==> src/hw/rtl/plc_pkg.sv <==
`timescale 1ns / 1ps

package plc_pkg;

  // controller modes
  typedef enum logic [2:0] {
    M_FIRST  = 3'd0,
    M_SECOND = 3'd1,
    M_OPTION = 3'd2,
    M_LOGIN  = 3'd3,
    M_CHANGE = 3'd4,
    M_MOTOR  = 3'd5,
    M_ALARM  = 3'd6
  } mode_t;

  // reply codes
  localparam logic [7:0] REPLY_UNMATCHED = 8'h00;
  localparam logic [7:0] REPLY_MATCHED   = 8'h01;
  localparam logic [7:0] REPLY_READY     = 8'h0F;

  // motor directions
  localparam logic [1:0] DIR_STOP = 2'd0;
  localparam logic [1:0] DIR_CW   = 2'd1;
  localparam logic [1:0] DIR_ACW  = 2'd2;

  // register indexes on the config port
  localparam logic [2:0] REG_ALARM_TICKS  = 3'd0;
  localparam logic [2:0] REG_HOLD_TICK    = 3'd1;
  localparam logic [2:0] REG_REVERSE_TICK = 3'd2;
  localparam logic [2:0] REG_DONE_TICK    = 3'd3;
  localparam logic [2:0] REG_MAX_ATTEMPTS = 3'd4;
  localparam logic [2:0] REG_OPTION_BYTE  = 3'd5;

  // register reset values
  localparam logic [7:0] RST_ALARM_TICKS  = 8'd120;
  localparam logic [7:0] RST_HOLD_TICK    = 8'd30;
  localparam logic [7:0] RST_REVERSE_TICK = 8'd36;
  localparam logic [7:0] RST_DONE_TICK    = 8'd66;
  localparam logic [2:0] RST_MAX_ATTEMPTS = 3'd3;
  localparam logic [7:0] RST_OPTION_BYTE  = 8'd43;

  // result queue geometry
  localparam int FIFO_DEPTH = 4;
  localparam int PTR_W      = 2;
  localparam int CNT_W      = 3;

  // one result word
  typedef struct packed {
    logic       reply_valid;
    logic [7:0] reply_code;
    logic [1:0] motor_dir;
    logic       alarm_sound;
    logic       last;
  } result_t;

endpackage

==> src/hw/rtl/password_lock_controller.sv <==
`timescale 1ns / 1ps
// Password lock controller.
// Input channel (in_valid / in_stall): one word per accepted cycle, either a
// received byte (action 0, data_byte) or one timer tick (action 1).
// Output channel (out_valid / out_stall): one or two result words per input
// word; last marks the final word caused by an input. Words with reply_valid
// set carry a reply code to send back; every word shows motor_dir and
// alarm_sound as they stand after the input.
// Results are registered in the queue. Throughput: one input word per cycle
// while in_stall is low; a confirmed new password gives two result words, so
// the output port (one word per cycle) sets the rate then.
// Results go through a four-word queue; in_stall rises while fewer than two
// slots are free, so a stalled receiver backs up into the input after two
// or three words.
// Configuration is an APB-style port, registers at byte addresses 4*i.
// Reset (synchronous, rst high) restores the register defaults, empties the
// queue and starts collecting the first entry of a new password.
module password_lock_controller #(
  parameter int PASS_LEN = 5
) (
  input  logic        clk,
  input  logic        rst,
  // config port
  input  logic        psel,
  input  logic        penable,
  input  logic        pwrite,
  input  logic [4:0]  paddr,
  input  logic [31:0] pwdata,
  output logic [31:0] prdata,
  output logic        pready,
  // input channel
  input  logic        in_valid,
  output logic        in_stall,
  input  logic        action,
  input  logic [7:0]  data_byte,
  // output channel
  output logic        out_valid,
  input  logic        out_stall,
  output logic        reply_valid,
  output logic [7:0]  reply_code,
  output logic [1:0]  motor_dir,
  output logic        alarm_sound,
  output logic        last
);
  import plc_pkg::*;

  localparam int IDX_W = (PASS_LEN > 1) ? $clog2(PASS_LEN) : 1;

  // config registers
  logic [7:0] alarm_ticks, hold_tick, reverse_tick, done_tick, open_option_byte;
  logic [2:0] max_attempts;
  logic [2:0] reg_index;
  logic       cfg_write;

  // controller state
  mode_t            mode, mode_next;
  logic [IDX_W-1:0] digit_index, digit_index_next;
  logic [7:0]       first_entry    [PASS_LEN];
  logic [7:0]       saved_password [PASS_LEN];
  logic             mismatch_seen, mismatch_seen_next;
  logic [2:0]       login_failures, login_failures_next;
  logic [2:0]       change_failures, change_failures_next;
  logic [7:0]       tick_count, tick_count_next;
  logic [1:0]       motor_state, motor_state_next;
  logic             buzzer_state, buzzer_state_next;

  // decoded conditions
  mode_t            cur_mode;
  logic [IDX_W-1:0] cur_idx;
  logic             cur_mis;
  logic [7:0]       ref_byte;
  logic             digit_bad, digit_full, entry_bad;
  logic [7:0]       tick_inc;
  logic [2:0]       fail_inc;
  logic             alarm_hit;
  logic             store_digit, copy_entry;

  // results of this word
  result_t res0, res1;
  logic    two_results;

  // result queue
  result_t          fifo [FIFO_DEPTH];
  logic [PTR_W-1:0] head, tail;
  logic [CNT_W-1:0] count;
  logic             in_accept, out_accept;
  logic [1:0]       push_cnt;

  // config port
  assign pready    = 1'b1;
  assign reg_index = paddr[4:2];
  assign cfg_write = psel & penable & pwrite;

  always_ff @(posedge clk) begin
    if (rst) begin
      alarm_ticks      <= RST_ALARM_TICKS;
      hold_tick        <= RST_HOLD_TICK;
      reverse_tick     <= RST_REVERSE_TICK;
      done_tick        <= RST_DONE_TICK;
      max_attempts     <= RST_MAX_ATTEMPTS;
      open_option_byte <= RST_OPTION_BYTE;
    end else if (cfg_write) begin
      unique case (reg_index)
        REG_ALARM_TICKS:  alarm_ticks      <= pwdata[7:0];
        REG_HOLD_TICK:    hold_tick        <= pwdata[7:0];
        REG_REVERSE_TICK: reverse_tick     <= pwdata[7:0];
        REG_DONE_TICK:    done_tick        <= pwdata[7:0];
        REG_MAX_ATTEMPTS: max_attempts     <= pwdata[2:0];
        REG_OPTION_BYTE:  open_option_byte <= pwdata[7:0];
        default: ;
      endcase
    end
  end

  // register readback
  always_comb begin
    unique case (reg_index)
      REG_ALARM_TICKS:  prdata = {24'd0, alarm_ticks};
      REG_HOLD_TICK:    prdata = {24'd0, hold_tick};
      REG_REVERSE_TICK: prdata = {24'd0, reverse_tick};
      REG_DONE_TICK:    prdata = {24'd0, done_tick};
      REG_MAX_ATTEMPTS: prdata = {29'd0, max_attempts};
      REG_OPTION_BYTE:  prdata = {24'd0, open_option_byte};
      default:          prdata = 32'd0;
    endcase
  end

  // handshakes
  assign in_stall   = (count > CNT_W'(FIFO_DEPTH - 2));
  assign in_accept  = in_valid & ~in_stall;
  assign out_valid  = (count != '0);
  assign out_accept = out_valid & ~out_stall;

  // shared decode; an unused mode code acts as a fresh first entry
  always_comb begin
    if (mode > M_ALARM) begin
      cur_mode = M_FIRST;
      cur_idx  = '0;
      cur_mis  = 1'b0;
    end else begin
      cur_mode = mode;
      cur_idx  = digit_index;
      cur_mis  = mismatch_seen;
    end
    ref_byte   = (cur_mode == M_SECOND) ? first_entry[cur_idx] : saved_password[cur_idx];
    digit_bad  = (ref_byte != data_byte);
    digit_full = (cur_idx == IDX_W'(PASS_LEN - 1));
    entry_bad  = cur_mis | digit_bad;
    tick_inc   = tick_count + 8'd1;
    fail_inc   = ((cur_mode == M_LOGIN) ? login_failures : change_failures) + 3'd1;
    alarm_hit  = (fail_inc == max_attempts);
  end

  // next mode
  always_comb begin
    mode_next = cur_mode;
    if (action) begin
      if (cur_mode == M_MOTOR && tick_inc == done_tick) begin
        mode_next = M_OPTION;
      end else if (cur_mode == M_ALARM && tick_inc == alarm_ticks) begin
        mode_next = M_OPTION;
      end
    end else begin
      unique case (cur_mode)
        M_FIRST: begin
          if (digit_full) mode_next = M_SECOND;
        end
        M_SECOND: begin
          if (digit_full) mode_next = entry_bad ? M_FIRST : M_OPTION;
        end
        M_OPTION: begin
          mode_next = (data_byte == open_option_byte) ? M_LOGIN : M_CHANGE;
        end
        M_LOGIN: begin
          if (digit_full) begin
            if (!entry_bad)     mode_next = M_MOTOR;
            else if (alarm_hit) mode_next = M_ALARM;
          end
        end
        M_CHANGE: begin
          if (digit_full) begin
            if (!entry_bad)     mode_next = M_FIRST;
            else if (alarm_hit) mode_next = M_ALARM;
          end
        end
        default: ;
      endcase
    end
  end

  // state updates and result words
  always_comb begin
    digit_index_next     = cur_idx;
    mismatch_seen_next   = cur_mis;
    login_failures_next  = login_failures;
    change_failures_next = change_failures;
    tick_count_next      = tick_count;
    motor_state_next     = motor_state;
    buzzer_state_next    = buzzer_state;
    store_digit          = 1'b0;
    copy_entry           = 1'b0;
    two_results          = 1'b0;
    res0.reply_valid     = 1'b0;
    res0.reply_code      = 8'd0;

    if (action) begin
      // timer tick
      if (cur_mode == M_MOTOR) begin
        tick_count_next = tick_inc;
        if (tick_inc == hold_tick)    motor_state_next = DIR_STOP;
        if (tick_inc == reverse_tick) motor_state_next = DIR_ACW;
        if (tick_inc == done_tick) begin
          motor_state_next = DIR_STOP;
          tick_count_next  = 8'd0;
          res0.reply_valid = 1'b1;
          res0.reply_code  = REPLY_READY;
        end
      end else if (cur_mode == M_ALARM) begin
        tick_count_next = tick_inc;
        if (tick_inc == alarm_ticks) begin
          buzzer_state_next = 1'b0;
          tick_count_next   = 8'd0;
          res0.reply_valid  = 1'b1;
          res0.reply_code   = REPLY_READY;
        end
      end
    end else begin
      // received byte
      if (cur_mode == M_FIRST || cur_mode == M_SECOND ||
          cur_mode == M_LOGIN || cur_mode == M_CHANGE) begin
        digit_index_next = digit_full ? '0 : cur_idx + IDX_W'(1);
      end
      case (cur_mode) inside
        M_FIRST: begin
          store_digit = 1'b1;
          if (digit_full) mismatch_seen_next = 1'b0;
        end
        M_SECOND: begin
          if (digit_full) begin
            mismatch_seen_next = 1'b0;
            res0.reply_valid   = 1'b1;
            if (entry_bad) begin
              res0.reply_code = REPLY_UNMATCHED;
            end else begin
              copy_entry      = 1'b1;
              res0.reply_code = REPLY_MATCHED;
              two_results     = 1'b1;
            end
          end else begin
            mismatch_seen_next = entry_bad;
          end
        end
        M_OPTION: begin
          digit_index_next   = '0;
          mismatch_seen_next = 1'b0;
        end
        M_LOGIN, M_CHANGE: begin
          if (digit_full) begin
            mismatch_seen_next = 1'b0;
            res0.reply_valid   = 1'b1;
            if (entry_bad) begin
              res0.reply_code = REPLY_UNMATCHED;
              if (cur_mode == M_LOGIN) login_failures_next  = alarm_hit ? 3'd0 : fail_inc;
              else                     change_failures_next = alarm_hit ? 3'd0 : fail_inc;
              if (alarm_hit) begin
                buzzer_state_next = 1'b1;
                tick_count_next   = 8'd0;
              end
            end else begin
              res0.reply_code = REPLY_MATCHED;
              if (cur_mode == M_LOGIN) begin
                login_failures_next = 3'd0;
                motor_state_next    = DIR_CW;
                tick_count_next     = 8'd0;
              end else begin
                change_failures_next = 3'd0;
              end
            end
          end else begin
            mismatch_seen_next = entry_bad;
          end
        end
        default: ;
      endcase
    end

    res0.motor_dir   = motor_state_next;
    res0.alarm_sound = buzzer_state_next;
    res0.last        = ~two_results;
    res1.reply_valid = 1'b1;
    res1.reply_code  = REPLY_READY;
    res1.motor_dir   = motor_state_next;
    res1.alarm_sound = buzzer_state_next;
    res1.last        = 1'b1;
  end

  // control state
  always_ff @(posedge clk) begin
    if (rst) begin
      mode            <= M_FIRST;
      digit_index     <= '0;
      mismatch_seen   <= 1'b0;
      login_failures  <= 3'd0;
      change_failures <= 3'd0;
      tick_count      <= 8'd0;
      motor_state     <= DIR_STOP;
      buzzer_state    <= 1'b0;
    end else if (in_accept) begin
      mode            <= mode_next;
      digit_index     <= digit_index_next;
      mismatch_seen   <= mismatch_seen_next;
      login_failures  <= login_failures_next;
      change_failures <= change_failures_next;
      tick_count      <= tick_count_next;
      motor_state     <= motor_state_next;
      buzzer_state    <= buzzer_state_next;
    end
  end

  // password stores
  always_ff @(posedge clk) begin
    if (in_accept && !action && store_digit) begin
      first_entry[cur_idx] <= data_byte;
    end
    if (in_accept && copy_entry) begin
      for (int i = 0; i < PASS_LEN; i++) begin
        saved_password[i] <= first_entry[i];
      end
    end
  end

  // result queue
  assign push_cnt = in_accept ? (two_results ? 2'd2 : 2'd1) : 2'd0;

  always_ff @(posedge clk) begin
    if (rst) begin
      head  <= '0;
      tail  <= '0;
      count <= '0;
    end else begin
      head  <= head + PTR_W'(out_accept);
      tail  <= tail + PTR_W'(push_cnt);
      count <= count + CNT_W'(push_cnt) - CNT_W'(out_accept);
    end
  end

  always_ff @(posedge clk) begin
    if (in_accept) begin
      fifo[tail] <= res0;
      if (two_results) fifo[tail + PTR_W'(1)] <= res1;
    end
  end

  // output word
  assign reply_valid = fifo[head].reply_valid;
  assign reply_code  = fifo[head].reply_code;
  assign motor_dir   = fifo[head].motor_dir;
  assign alarm_sound = fifo[head].alarm_sound;
  assign last        = fifo[head].last;

endmodule
==> config.mk <==
export PLATFORM = sky130hd
export DESIGN_NAME = password_lock_controller
export DESIGN_NICKNAME = d
export VERILOG_FILES = /design/src/hw/rtl/plc_pkg.sv /design/src/hw/rtl/password_lock_controller.sv
export SDC_FILE = /design/constraint.sdc
export NUM_CORES = 1
export LEC_CHECK = 0
export BUFFER_PORTS_ARGS = -buffer_cell sky130_fd_sc_hd__clkbuf_2
export CORE_ASPECT_RATIO = 1.25
export CORE_UTILIZATION = 60
export DETAILED_ROUTE_END_ITERATION = 8
export PLACE_DENSITY = 0.81
export RECOVER_POWER = 100
export SLEW_MARGIN = 40
export SYNTH_ARGS = -nofsm -noshare
export SYNTH_HDL_FRONTEND = slang
export SYNTH_SLANG_ARGS = --single-unit
==> constraint.sdc <==
create_clock -name clk -period 5.3 [get_ports clk]
set_clock_uncertainty 0.1 [all_clocks]
set_input_delay 0 -clock clk [delete_from_list [all_inputs] [get_ports clk]]
set_output_delay 0 -clock clk [all_outputs]
set_load 0.05 [all_outputs]
==> results by group <==
Route
  – Number of nets still failing antenna checks after routing: 0
  – Violation count after the first detailed-routing iteration: 823
  – Final routed wirelength across all metal layers: 25900 µm
  – Number of remaining DRC errors: 0
  – Router iterations before antenna repair: 6
  – Via count: 7980
  – Vias per cell: 6.32
  – Wire per inst: 20.5 µm

Critical path
  – Critical Path Start: mode[1]
  – Endpoint of the most critical setup path: count[2]
  – Terminus of the critical flop-to-flop path: count[2]
  – R2R Path Start: mode[1]
  – Arrival time worst endpoint: 5190 ps
  – Critical path class: register to register
  – Critical path's largest stage delay: 620 ps
  – Kind of launch point of the worst setup path: register
  – Cells along the critical path: nand3_1, nand2_1, a2111oi_0, o31a_1, xnor2_1, a2111oi_4, nand3_1, or2_2, ha_1, inv_1, fa_1, xnor2_1, nor2_1
  – Critical Path End Type: register
  – Worst-path fanout max: 18
  – Critical path's slowest cell: a2111oi_0
  – Data required time of the critical path: 5550 ps
  – Reg2reg setup slack: 360 ps
  – Reg2reg path depth: 13

STA
  – Tmin final: 4940 ps
  – Total Neg Setup Slack: 0 ps
  – Fin. max-slew vios: 18
  – Final worst path period share: 0.932
  – Final setup slack of the worst path: 358 ps
  – Hold_ws: -24.7 ps
  – Maximum clock frequency: 202 MHz
  – Transition time at the pin with the least slew margin: 2000 ps
  – Final Hold Viols: 14
  – RSZ-0062 raised after global routing: no
  – Max transition margin: -0.347
  – Final count of negative-setup-slack endpoints: 0

Floorplan
  – Die Area: 18000 µm²
  – Y dimension of the die: 150 µm
  – Core area: 17000 µm²
  – Starting utilization of the core area: 0.618
  – Number of top-level design ports: 101
  – Chip width: 120 µm
  – FP Rows: 53

Clock tree
  – CTS H-Tree Depth: 1
  – Post-CTS setup repair buffer count: 0
  – Clock sink count: 206
  – Worst skew pair latency: 500 ps
  – Clock root cell: clkbuf_16
  – Resized Gates After CTS: 0
  – TritonCTS clock tree: built
  – Maximum buffer depth of the clock tree: 3
  – Number of buffers created by CTS: 21
  – Clock-pin slew reported for the worst setup and hold paths after clock tree synthesis: 60 ps

Pwr
  – Power per Cell Area: 356 nW/µm²
  – Clock share of power: 0.343
  – Cell internal power dissipation: 0.00286 W
  – Reported net switching power: 0.00125 W
  – Worst vdd rail ir drop: 0.277 mV
  – Portion of total power attributed to sequential cells: 0.454
  – Switching fraction of total power: 0.303
  – Logic gate share of total power: 0.203
  – Leakage Power: 4.02 nW

Global route
  – Total grt overflow: 0
  – Maximum number of pins on one net before global-route repair: 41
  – Antenna violations before repair: 0
  – Number of global-route vias before repair: 7646
  – First-pass GRT wire length: 40600 µm
  – GR Util All Layers: 0.291

Logic synthesis
  – Flip-flop and latch count after synthesis: 206
  – Fraction of the yosys area taken by sequential cells: 0.504
  – Most used flip-flop cell after synthesis: edfxtp_1
  – Share of cell area taken by muxes after synthesis: 0.0757
  – Post-synthesis share of cell area spent on xor and xnor gates: 0.0607
  – Synthesized area divided by synthesized cell count: 10.7 µm²
  – Area fraction in compound gates after synthesis: 0.144
  – Arithmetic-cell share of the synthesized area counting full adders, half adders and majority gates: 0.0126
  – Number of library cell types mapped by synthesis: 80
  – Post-synth EDFFs: 116
  – Count of synthesis-stage warnings from yosys: 0
  – Synth Area in Simple Gates: 0.150
  – Dominant combinational cell family by area after synthesis: simple AND/OR/NAND/NOR gates
  – Post-synthesis instance area: 10500 µm²
  – Post-Syn Instances: 977
  – Async set-or-reset flop fraction in the synthesized netlist: 0

Finish
  – Commonest non-fill, non-tap cell in the layout: edfxtp_1
  – Filler Cell Count: 1293
  – Commonest cells after routing, fill and taps aside: 116 x edfxtp_1, 92 x nand2_1, 89 x dfxtp_1
  – Area growth from synthesis to layout: 10.1%
  – Net total in the final layout: 1092
  – FF+latch area: 5290 µm²
  – Final std cells w/o fill: 1263
  – Footprint of the multi-input gates: 4710 µm²
  – Share of final-layout standard cells stronger than drive strength 1: 0.0882
  – Count of antenna diodes in the layout: 0

Job
  – Number of violations of the max-capacitance limit: 2

Placement
  – Instance count after placement with tap cells included: 1205
  – HPWL after detailed placement: 17800 µm
  – Number of buffers inserted by port buffering: 45
  – Worst slack, placed: 624 ps
  – GP Congestion: 0.930

Run status
  – Failing checks: negative hold slack, max-capacitance violations, max-slew violations
  – Run status: finished, violations left

Min path
  – Type of the most critical hold path: input port to register
## repair_timing
| action | 4_1_cts | 5_1_grt |
|---|---|---|
| endpoints found under the setup margin | 0 | 0 |
| endpoints found under the hold margin | 111 | 0 |
| hold buffers | 21 | 0 |
## sequential cells by signal, indices dropped and copies added (netlist names), 2 cells and up
name / count
hold_tick: 8
digit_index: 3
login_failures: 3
max_attempts: 3
count: 3
saved_password: 40
tail: 2
head: 2
tick_count: 8
change_failures: 3
fifo: 28
alarm_ticks: 8
done_tick: 8
open_option_byte: 8
first_entry: 64
motor_state: 2
reverse_tick: 8
mode: 3
## worst min path at each step
stage / startpoint / to / slack (ps) / cells after the start
global placement: pwdata[6] / done_tick[6] / 200 / 3
CTS: action / tick_count[6] / 40 / 3
floorplan: data_byte[0] / first_entry[0][0] / -1 / 0
detailed placement: pwdata[6] / done_tick[6] / 210 / 3
finish: rst / digit_index[1] / -20 / 2
global route: rst / hold_tick[5] / 20 / 2
## cell type report
| class | instances | area share |
|---|---|---|
| sequential | 206 | 0.458 |
| multi-input combinational | 688 | 0.408 |
| clock buffer | 29 | 0.0498 |
| timing repair buffer | 87 | 0.0467 |
| tap | 220 | 0.0238 |
| inverter | 25 | 0.00813 |
| clock inverter | 8 | 0.00574 |
## kinds of logic after synthesis
| logic type | after synthesis |
|---|---|
| AND/OR/NAND/NOR | 315 |
| AO/OA/AOI/OAI | 210 |
| flip-flops | 206 |
| buffers and inverters | 110 |
| multiplexers | 67 |
| XOR/XNOR | 57 |
| adder cells (fa/ha/maj) | 10 |
| other | 2 |
## power by group through the flow
| stage | logic [W] | clock network (W) | registers, W |
|---|---|---|---|
| final | 0.000832 | 0.00141 | 0.00187 |
| after global routing | 0.000887 | 0.00148 | 0.00188 |
| after CTS | 0.000859 | 0.00142 | 0.00187 |
| after detailed placement | 0.000840 | 0 | 0.00190 |
| after global placement | 0.000823 | 0 | 0.00189 |
| after floorplan | 0.000731 | 0 | 0.00185 |
## critical path, delay by kind of cell, from the launching register on
kind	cells	cell delay, ps
xor+xnor	2	290
compound gates	3	1350
fa+ha+maj	2	710
flops	1	370
simple gates	5	1920
buf+inv	1	50
## per-layer routing
layer | GRT usage | up-vias | share of wire
met5 | 0 | - | 0
met2 | 0.513 | 387 | 0.51
met3 | 0.0431 | 71 | 0.072
met4 | 0.137 | 0 | 0.043
li1 | - | 3680 | -
met1 | 0.348 | 3842 | 0.38
## cells in the mapped netlist (all sizes together) (8+ instances only)
master / number / area [µm²]
a2111oi: 10 / 125
a21oi: 51 / 259
a22oi: 12 / 90.1
a31oi: 11 / 68.8
buf: 44 / 307
clkbuf: 41 / 154
dfxtp: 90 / 1800
edfxtp: 116 / 3480
ha: 9 / 113
inv: 24 / 90.1
mux2: 9 / 101
mux2i: 49 / 490
mux4: 9 / 203
nand2: 92 / 345
nand3: 33 / 178
nand4: 19 / 134
nor2: 68 / 255
nor2b: 28 / 175
nor3: 15 / 75.1
nor4: 13 / 81.3
o21a: 8 / 60.1
o21ai: 31 / 155
o22a: 14 / 123
o22ai: 9 / 62.6
or3: 14 / 92.6
xnor2: 30 / 263
xnor3: 10 / 225
xor2: 17 / 149
## per-stage QoR
step | utilization | hold slack [ps] | total power, W | instance area [µm²]
finish | 0.680 | -24.7 | 0.00411 | 11500
floorplan | - | -1.13 | 0.00258 | 10600
global route | 0.680 | 23.3 | 0.00425 | 11500
detailed placement | 0.638 | 208 | 0.00274 | 10800
CTS | 0.688 | 37.0 | 0.00415 | 11700
global placement | 0.637 | 196 | 0.00272 | 10800
No activity file was read; power rests on OpenSTA's default activity.
